<file path="src/rtl/rbd_pkg.sv">
`timescale 1ns / 1ps
// ----------------------------------------------------------------------------
// rbd_pkg
// Shared widths, codes and the request type passed from front to back.
// ----------------------------------------------------------------------------
package rbd_pkg;

  // canvas geometry
  localparam int MAX_SIDE    = 256;
  localparam int SIDE_W      = $clog2(MAX_SIDE + 1);
  localparam int STORE_DEPTH = MAX_SIDE * MAX_SIDE;
  localparam int ADDR_W      = (STORE_DEPTH > 1) ? $clog2(STORE_DEPTH) : 1;
  localparam int PIX_W       = (MAX_SIDE > 1) ? $clog2(MAX_SIDE) : 1;

  // fixed point
  localparam int FRAC_W    = 16;
  localparam int ONE_Q16   = 1 << FRAC_W;
  localparam int RAD_W     = FRAC_W + SIDE_W;
  localparam int RAD_MAX   = MAX_SIDE * ONE_Q16;
  localparam int RAD2_W    = 2 * RAD_W;
  localparam int CRD_W     = $clog2(2 * MAX_SIDE + 2) + 1;
  localparam int ABS_W     = CRD_W + FRAC_W;
  localparam int DIST2_W   = 2 * ABS_W + 1;
  localparam int AMT_W     = 24;
  localparam int FALL_W    = FRAC_W + 1;
  localparam int QUO_STEPS = FRAC_W + 1;
  localparam int STEP_W    = $clog2(RAD_W + 1);
  localparam int TOT_W     = 42;

  // request queue
  localparam int QUEUE_DEPTH = 2;

  // configuration port
  localparam int CFG_IDX_W  = 3;
  localparam int CFG_DATA_W = 24;

  typedef enum logic [CFG_IDX_W-1:0] {
    REG_CANVAS_WIDTH   = 3'd0,
    REG_CANVAS_HEIGHT  = 3'd1,
    REG_CHANNEL_SELECT = 3'd2,
    REG_UV_SCALE       = 3'd3,
    REG_UV_OFFSET_U    = 3'd4,
    REG_UV_OFFSET_V    = 3'd5
  } cfg_reg_t;

  typedef enum logic [1:0] {
    FUNC_WRITE = 2'd0,
    FUNC_READ  = 2'd1,
    FUNC_DAB   = 2'd2,
    FUNC_NONE  = 2'd3
  } func_t;

  typedef enum logic [1:0] {
    OP_NOP   = 2'd0,
    OP_WRITE = 2'd1,
    OP_READ  = 2'd2,
    OP_DAB   = 2'd3
  } op_t;

  typedef struct packed {
    op_t                      op;
    logic [ADDR_W-1:0]        index;
    logic [31:0]              value;
    logic [1:0]               lane;
    logic [SIDE_W-1:0]        w;
    logic [SIDE_W-1:0]        h;
    logic [RAD_W-1:0]         cx;
    logic [RAD_W-1:0]         cy;
    logic [RAD_W-1:0]         r;
    logic [RAD2_W-1:0]        r2;
    logic signed [CRD_W-1:0]  x0;
    logic signed [CRD_W-1:0]  x1;
    logic signed [CRD_W-1:0]  y0;
    logic signed [CRD_W-1:0]  y1;
    logic [PIX_W-1:0]         px0;
    logic [PIX_W-1:0]         py0;
    logic signed [AMT_W-1:0]  amount;
  } queue_entry_t;

endpackage

</file>
<file path="src/rtl/rbd_queue.sv">
`timescale 1ns / 1ps
// ----------------------------------------------------------------------------
// rbd_queue
// Short request queue between the classifying front and the executing back.
// ----------------------------------------------------------------------------
module rbd_queue
  import rbd_pkg::*;
(
  input  logic         clk,
  input  logic         rst_n,
  input  logic         push_valid,
  output logic         push_ready,
  input  queue_entry_t push_entry,
  output logic         pop_valid,
  input  logic         pop_ready,
  output queue_entry_t pop_entry
);

  localparam int PTR_W = (QUEUE_DEPTH > 1) ? $clog2(QUEUE_DEPTH) : 1;
  localparam int CNT_W = $clog2(QUEUE_DEPTH + 1);

  queue_entry_t     slot_r [QUEUE_DEPTH];
  logic [PTR_W-1:0] wr_ptr_r, wr_ptr_nxt;
  logic [PTR_W-1:0] rd_ptr_r, rd_ptr_nxt;
  logic [CNT_W-1:0] count_r, count_nxt;
  logic             do_push, do_pop;

  assign push_ready = (count_r != CNT_W'(QUEUE_DEPTH));
  assign pop_valid  = (count_r != '0);
  assign pop_entry  = slot_r[rd_ptr_r];
  assign do_push    = push_valid && push_ready;
  assign do_pop     = pop_valid && pop_ready;

  // advance pointers and fill count
  always_comb begin
    wr_ptr_nxt = wr_ptr_r;
    rd_ptr_nxt = rd_ptr_r;
    count_nxt  = count_r;
    if (do_push) begin
      wr_ptr_nxt = (wr_ptr_r == PTR_W'(QUEUE_DEPTH - 1)) ? '0 : wr_ptr_r + 1'b1;
    end
    if (do_pop) begin
      rd_ptr_nxt = (rd_ptr_r == PTR_W'(QUEUE_DEPTH - 1)) ? '0 : rd_ptr_r + 1'b1;
    end
    if (do_push && !do_pop) begin
      count_nxt = count_r + 1'b1;
    end else if (!do_push && do_pop) begin
      count_nxt = count_r - 1'b1;
    end
  end

  always_ff @(posedge clk) begin
    if (!rst_n) begin
      wr_ptr_r <= '0;
      rd_ptr_r <= '0;
      count_r  <= '0;
    end else begin
      wr_ptr_r <= wr_ptr_nxt;
      rd_ptr_r <= rd_ptr_nxt;
      count_r  <= count_nxt;
    end
  end

  // hold request payloads
  always_ff @(posedge clk) begin
    if (do_push) begin
      slot_r[wr_ptr_r] <= push_entry;
    end
  end

  a_count_bound: assert property (@(posedge clk) disable iff (!rst_n)
    count_r <= CNT_W'(QUEUE_DEPTH))
    else $error("queue fill count above depth");

  a_ptr_gap: assert property (@(posedge clk) disable iff (!rst_n)
    (count_r == '0) |-> (wr_ptr_r == rd_ptr_r))
    else $error("empty queue with unequal pointers");

endmodule

</file>
<file path="config.mk">
export PLATFORM = sky130hd
export DESIGN_NAME = rbd_queue
export DESIGN_NICKNAME = d
export VERILOG_FILES = /design/src/rtl/rbd_pkg.sv /design/src/rtl/rbd_queue.sv
export SDC_FILE = /design/constraint.sdc
export NUM_CORES = 1
export LEC_CHECK = 0
export BUFFER_PORTS_ARGS = -buffer_cell sky130_fd_sc_hd__buf_2
export CAP_MARGIN = 20
export CORE_AREA = 2 2 222 224
export DETAILED_ROUTE_END_ITERATION = 7
export DIE_AREA = 0 0 224 226
export PLACE_DENSITY = 0.76
export REMOVE_ABC_BUFFERS = 1
export SKIP_LAST_GASP = 1
export SYNTH_ARGS = -nofsm -noshare
export SYNTH_HDL_FRONTEND = slang
export SYNTH_SLANG_ARGS = --single-unit
export TNS_END_PERCENT = 100
</file>
<file path="constraint.sdc">
create_clock -name clk -period 8.3 [get_ports clk]
set_input_delay 0.83 -clock clk [delete_from_list [all_inputs] [get_ports clk]]
set_output_delay 0.83 -clock clk [all_outputs]
set_load 0.005 [all_outputs]
</file>
; ---- Yosys cells after proc, flatten, opt, wreduce, memory -nomap -nowiden
; Memories as Yosys holds them, arrays and structs flattened. A register that Yosys moved wholly into a read port is not among the register bits.
; Cells that the tools add are included.
[totals]
regBits = 4
ram_bits = 558
input_bits = 283
out_inout_bits = 281
elab_cells = 25
memories = 1
[mem_list]
columns = name, words, width, rd, rd_clocked_by_memory_dff, write_ports, line
row1 = slot_r, 2, 279, 1, 1, 1, rbd_queue.sv:22  ; queue_entry_t slot_r [QUEUE_DEPTH];
[op_classes]
n_addsub = 4
n_eq_ne = 1
mux = 8
n_reduce_logical = 8
[op_table]
columns = operator, n
row1 = 1-bit two-way mux, 6
row2 = 1-bit logical AND, 4
row3 = 2-bit two-way mux, 2
row4 = 2-bit nonzero test, 2
row5 = "1-bit adder, second input constant", 2
row6 = "2-bit by 1-bit adder with 2-bit output, second input constant", 1
row7 = 1-bit logical NOT, 2
row8 = "2-bit != test, second input constant", 1
row9 = "2-bit by 1-bit subtractor with 2-bit output, second input constant", 1

; ---- Longest topological paths before layout
[logic_depth]
ltp_word = 6
mapped_depth = 6
ltp_nobuf = 6

; ---- Worst setup path after synthesis
; OpenSTA, ideal clock, no wires.
[synth_path]
kind = input-to-reg
from = input push_valid
to = memory slot_r[1][0] in the netlist's numbering (enable)
arrival_ps = 7229
t_required_ps = 7623
path_slack_ps = 393
stages = 1
n_path_buf = 0
cell_sequence = and3_1
[synth_between]
elab_chain_cells = 3
[synth_lines]
columns = item, line
row1 = start: declaration, rbd_queue.sv:11  ; input logic push_valid,
row2 = 1-bit logical AND, rbd_queue.sv:31  ; assign do_push = push_valid && push_ready;
row3 = 1-bit two-way mux, rbd_queue.sv:66  ; if (do_push) begin
row4 = 1-bit two-way mux (not written as such), rbd_queue.sv:67  ; slot_r[wr_ptr_r] <= push_entry;
row5 = end: declaration, rbd_queue.sv:22
; Every way passes these cells.

==> results <==
- On the worst path, the slowest cell contributes a delay of approximately 0.6 ns.
- The clock tree synthesis step divided the H-tree into 2 levels.
- In the synthesized netlist, mux cells make up a little under a fifth of the area.
- The die span in x is around 220 um.
- The maximum vdd drop is around 280 uV.
- The total clock buffers created by CTS is 58.
- The count of input and output buffers is between 500 and 600.
- 0 antenna diodes ended up in the layout.
- The floorplan has 81 rows.
- The synthesized netlist devotes 0.165% of its cell area to compound gates.
- The post-route clock skew is approximately 0.023 ns.
- For the finished layout, the period the worst path requires is 3.53 ns.
- The number of cells traversed by the worst hold path is 1.
- Summing all flip-flop and latch instances after layout gives roughly 17000 um^2.
- The height of the chip is 226 um.
- Ranked by instance count, the synthesized netlist is headed by sky130_fd_sc_hd__edfxtp_1 (558), sky130_fd_sc_hd__mux2_4 (200), sky130_fd_sc_hd__mux2_2 (79), sky130_fd_sc_hd__buf_6 (25), sky130_fd_sc_hd__buf_2 (6).
- The number of top-level design ports is between 500 and 600.
- The count of unresolved DRC violations after routing is 0.
- The number of global-route vias before repair was about 11000.
- Across all layers, the routed design uses 10500 vias.
- Routability-driven placement finished with a final weighted congestion of ~0.77.
- The area of the placeable core is around 48000 um^2.
- The relative max-transition margin is ~20%.
- Setup repair after global routing left no endpoint under its margin.
- Entering global routing, the biggest net connects 140 pins.
- The synthesized design devotes to its leading area cell type around four fifths of total area.
- The xor-xnor portion of the synthesized cell area is less than 1%.
- After clock tree synthesis, the repair step resized 0 gates.
- The cell at the slowest stage of the critical path is sky130_fd_sc_hd__dfxtp_4.
- The share of synthesized registers carrying an async set or reset is 0%.
- The number of cells on the worst reg-to-reg path is 4.
- The tree is rooted in a sky130_fd_sc_hd__clkbuf_16.
- In the synthesized netlist, the number of instances is between 800 and 900.
- The share of layout cells above drive strength 1 is roughly three fifths.
- After synthesis the netlist holds a flip-flop and latch count of between 500 and 600.
- The portion of the clock cycle consumed by the worst path in the final layout is between 40% and 50%.
- The tool flagged a number of max-cap violations equal to 0.
- The net count of the finished layout is 1775.
- The critical path contains buffers and inverters numbering 2 combined.
- At the pin with the least slew margin, the transition time is about 1.2 ns.
- The combinational share of power is about a quarter.
- The worst register-to-register path begins at count_r[0].
- The clock tree from TritonCTS is done.
- The worst hold margin is a little over 0.4 ns.
- The multi-input combinational cells in the finished layout cover a total of 4030 um^2.
- The startpoint identified for the worst hold timing path is push_entry[71].
- The internal power of the cells totals slightly above 6 mW.
- After synthesis, the cell types taking the most area are sky130_fd_sc_hd__edfxtp_1 (79%), sky130_fd_sc_hd__mux2_4 (14%), sky130_fd_sc_hd__mux2_2 (4.2%), sky130_fd_sc_hd__buf_6 (1.3%), sky130_fd_sc_hd__dfxtp_1 (0.47%).
- The worst path arrival time is about 2.7 ns.
- The reported net switching power is 2.04 mW.
- The most critical setup path has its endpoint at pop_entry[155].
- The detailed-routing iteration count for the pre-antenna-repair pass is 4.
- The full die area is 50600 um^2.
- For the worst setup path, the data required time is 7.47 ns.
- From synthesis to final layout, the design area changed by 24.9%.
- For this run the aggregate overflow at the end of global routing stands at 0.
- The layout has approximately 3700 filler cells.
- The max-slew violation count is 0.
- The critical path goes through buf_12 -> mux2_4 -> buf_2.
- The switching share of power is around a quarter.
- The clock latency of the later-clocked register in the worst-skew pair is approximately 0.6 ns.
- The worst reg2reg path endpoint is slot_r[1][196].
- The class of the worst hold path is input pin to flip-flop.
- The synthesized netlist devotes 0.272% of its cell area to simple gates.
- The sequential share of the synthesized area is between 70% and 80%.
- The summed negative setup slack over all endpoints is 0 ns.
- By area, the combinational part of the netlist is dominated by multiplexers.
- The analysis attributes to cell leakage a power of between 10 and 15 nW.
- Dividing the detail-routed wire length by the instance count gives around 20 um.
- Synthesis instantiated 20 different standard cells from the library.
- The number of hold-repair buffers added at the cts stage is 0.
- The clock network accounts for 31.4% of the total power.
- The cell area after synthesis is 21200 um^2.
- Global routing used 16.4% of the available tracks across all layers.
- Counting buffers and inverters, the worst setup path is 3 cells deep.
- Dividing the synthesized area by the synthesized cell count gives between 20 and 25 um^2.
- The post-CTS setup buffer count is 0.
- Wires add up to 43900 um.
- The post-detailed-route count of antenna-violating nets is 0.
- Once the floorplan was initialized, standard cells occupied around 44% of the core.
- The power share of the sequential group is between 40% and 50%.
- The longest clock path from root to sink contains 3 buffers.
- By instance count, the leading cell after synthesis is sky130_fd_sc_hd__edfxtp_1.
- Setup violations remaining at the end of the flow were counted as 0.
- The tree built by TritonCTS fans out to between 500 and 600 sinks.
- The startpoint class of the critical path is a flip-flop.
- Summing the areas of all fa, ha and maj instances in the mapped netlist gives less than 1% of the synthesized area.
- The number of DRC markers in iteration 0 is just over 500.
- The areal power density over the cells is just over 300 nW/um^2.
- The cell type with the highest aggregate area in the netlist is sky130_fd_sc_hd__edfxtp_1.
- In this design, the largest share of critical-path delay is due to buffers and inverters.
- The number of antenna violations at the first check in global routing is 4.
- STA classifies the critical path endpoint as a primary output.
- The main flop type after synthesis is sky130_fd_sc_hd__edfxtp_1.
- The total of warnings raised by yosys is 0.
- After legalization and detailed placement, the total HPWL measured between 20000 and 30000 um.
- For this run, the share of the core covered by cells in the final layout is a little over half.
- The run finished with clean final reports.
- The critical setup path kind is flip-flop to primary output.
- The clock transition time at the flip-flop clock pins of the worst setup and hold paths is approximately 0.06 ns.
- The vias per cell is ~4.8.
- The maximum fanout encountered on the critical timing path is between 100 and 150.
- The final number of hold-violating endpoints is 0.
- The upper clock frequency limit is 284 MHz.
- The flop-to-flop setup slack is between 5 and 6 ns.
- Counting flops with a built-in enable in the synthesized netlist gives around 560.
- The first-pass GRT wire length is 63100 um.
-- cells in the final DEF (no fill, tap or decap), types with 3 or more instances in the layout --
cell | netlist | routed
sky130_fd_sc_hd__buf_2 | 6 | 563
sky130_fd_sc_hd__edfxtp_1 | 558 | 558
sky130_fd_sc_hd__mux2_4 | 200 | 200
sky130_fd_sc_hd__mux2_2 | 79 | 79
sky130_fd_sc_hd__clkbuf_16 | 0 | 58
sky130_fd_sc_hd__clkinv_1 | 0 | 14
sky130_fd_sc_hd__clkbuf_1 | 0 | 10
sky130_fd_sc_hd__clkinv_2 | 0 | 10
sky130_fd_sc_hd__bufinv_16 | 0 | 7
sky130_fd_sc_hd__and2_1 | 4 | 4
sky130_fd_sc_hd__dfxtp_1 | 5 | 4
sky130_fd_sc_hd__buf_12 | 0 | 4
sky130_fd_sc_hd__inv_6 | 0 | 3
sky130_fd_sc_hd__clkinvlp_4 | 0 | 3
sky130_fd_sc_hd__buf_4 | 0 | 3
-- worst reg2reg max path, delay by kind of cell (launching register included) --
family | cells | cell delay [ns]
flops | 1 | 0.42
buf+inv | 2 | 1.59
simple gates | 2 | 0.68
-- flip-flops by register name, summed over array words and instances (netlist names), named ones only --
| register | flops |
|---|---|
| count_r | 2 |
| rd_ptr_r | 1 |
| slot_r | 558 |
| wr_ptr_r | 1 |
-- logic make-up (layout without fill, tap and decap cells) --
kind of cell / Yosys count / count (layout)
XOR/XNOR: 3 / 3
adder cells (fa/ha/maj): 1 / 1
flip-flops: 563 / 563
AND/OR/NAND/NOR: 9 / 9
multiplexers: 279 / 279
buffers and inverters: 32 / 678
AO/OA/AOI/OAI: 5 / 5
-- per-stage QoR --
| step | instance area [um^2] | worst slack (ns) | instances | power, mW |
|---|---|---|---|---|
| global placement | 24600 | 5.01 | 2053 | 5.59 |
| detailed placement | 24600 | 4.94 | 2053 | 5.64 |
| floorplan | 20900 | -2.75 | 861 | 5.48 |
| finish | 26500 | 4.77 | 2160 | 8.11 |
| CTS | 26500 | 4.77 | 2160 | 8.21 |
| global route | 26500 | 4.66 | 2160 | 8.42 |
-- power by group through the flow --
stage,logic [mW],clock network (mW),registers [mW]
5_1_grt,2.03,2.71,3.69
6_report,1.90,2.54,3.66
2_1_floorplan,1.52,0,3.96
3_5_place_dp,1.92,0,3.72
3_3_place_gp,1.90,0,3.69
4_1_cts,1.93,2.61,3.66
-- final cells by class --
cell class / instances / share of cell area, %
timing repair buffer: 570 / 11.0
sequential: 563 / 63.7
inverter: 1 / 0.0425
tap: 622 / 2.94
multi-input combinational: 297 / 15.2
clock inverter: 39 / 1.46
clock buffer: 68 / 5.62
-- routing by layer --
layer | global-route usage, % | vias to the layer above | part of all wire, %
li1 | - | 4768 | -
met1 | 17.9 | 5193 | 37
met2 | 30.0 | 396 | 53
met3 | 5.07 | 87 | 7.7
met4 | 5.94 | 8 | 2.5
met5 | 0 | - | 0.11
-- worst min path at each step --
stage	endpoint	slack, ns
after floorplan	count_r[1]	0.49
after global placement	count_r[1]	0.50
after detailed placement	flip-flop	0.58
after CTS	slot_r[0][79]	0.36
after global routing	slot_r[1][207]	0.37
final	slot_r[1][71]	0.41
Note: power is estimated with default switching activity, not from simulation.
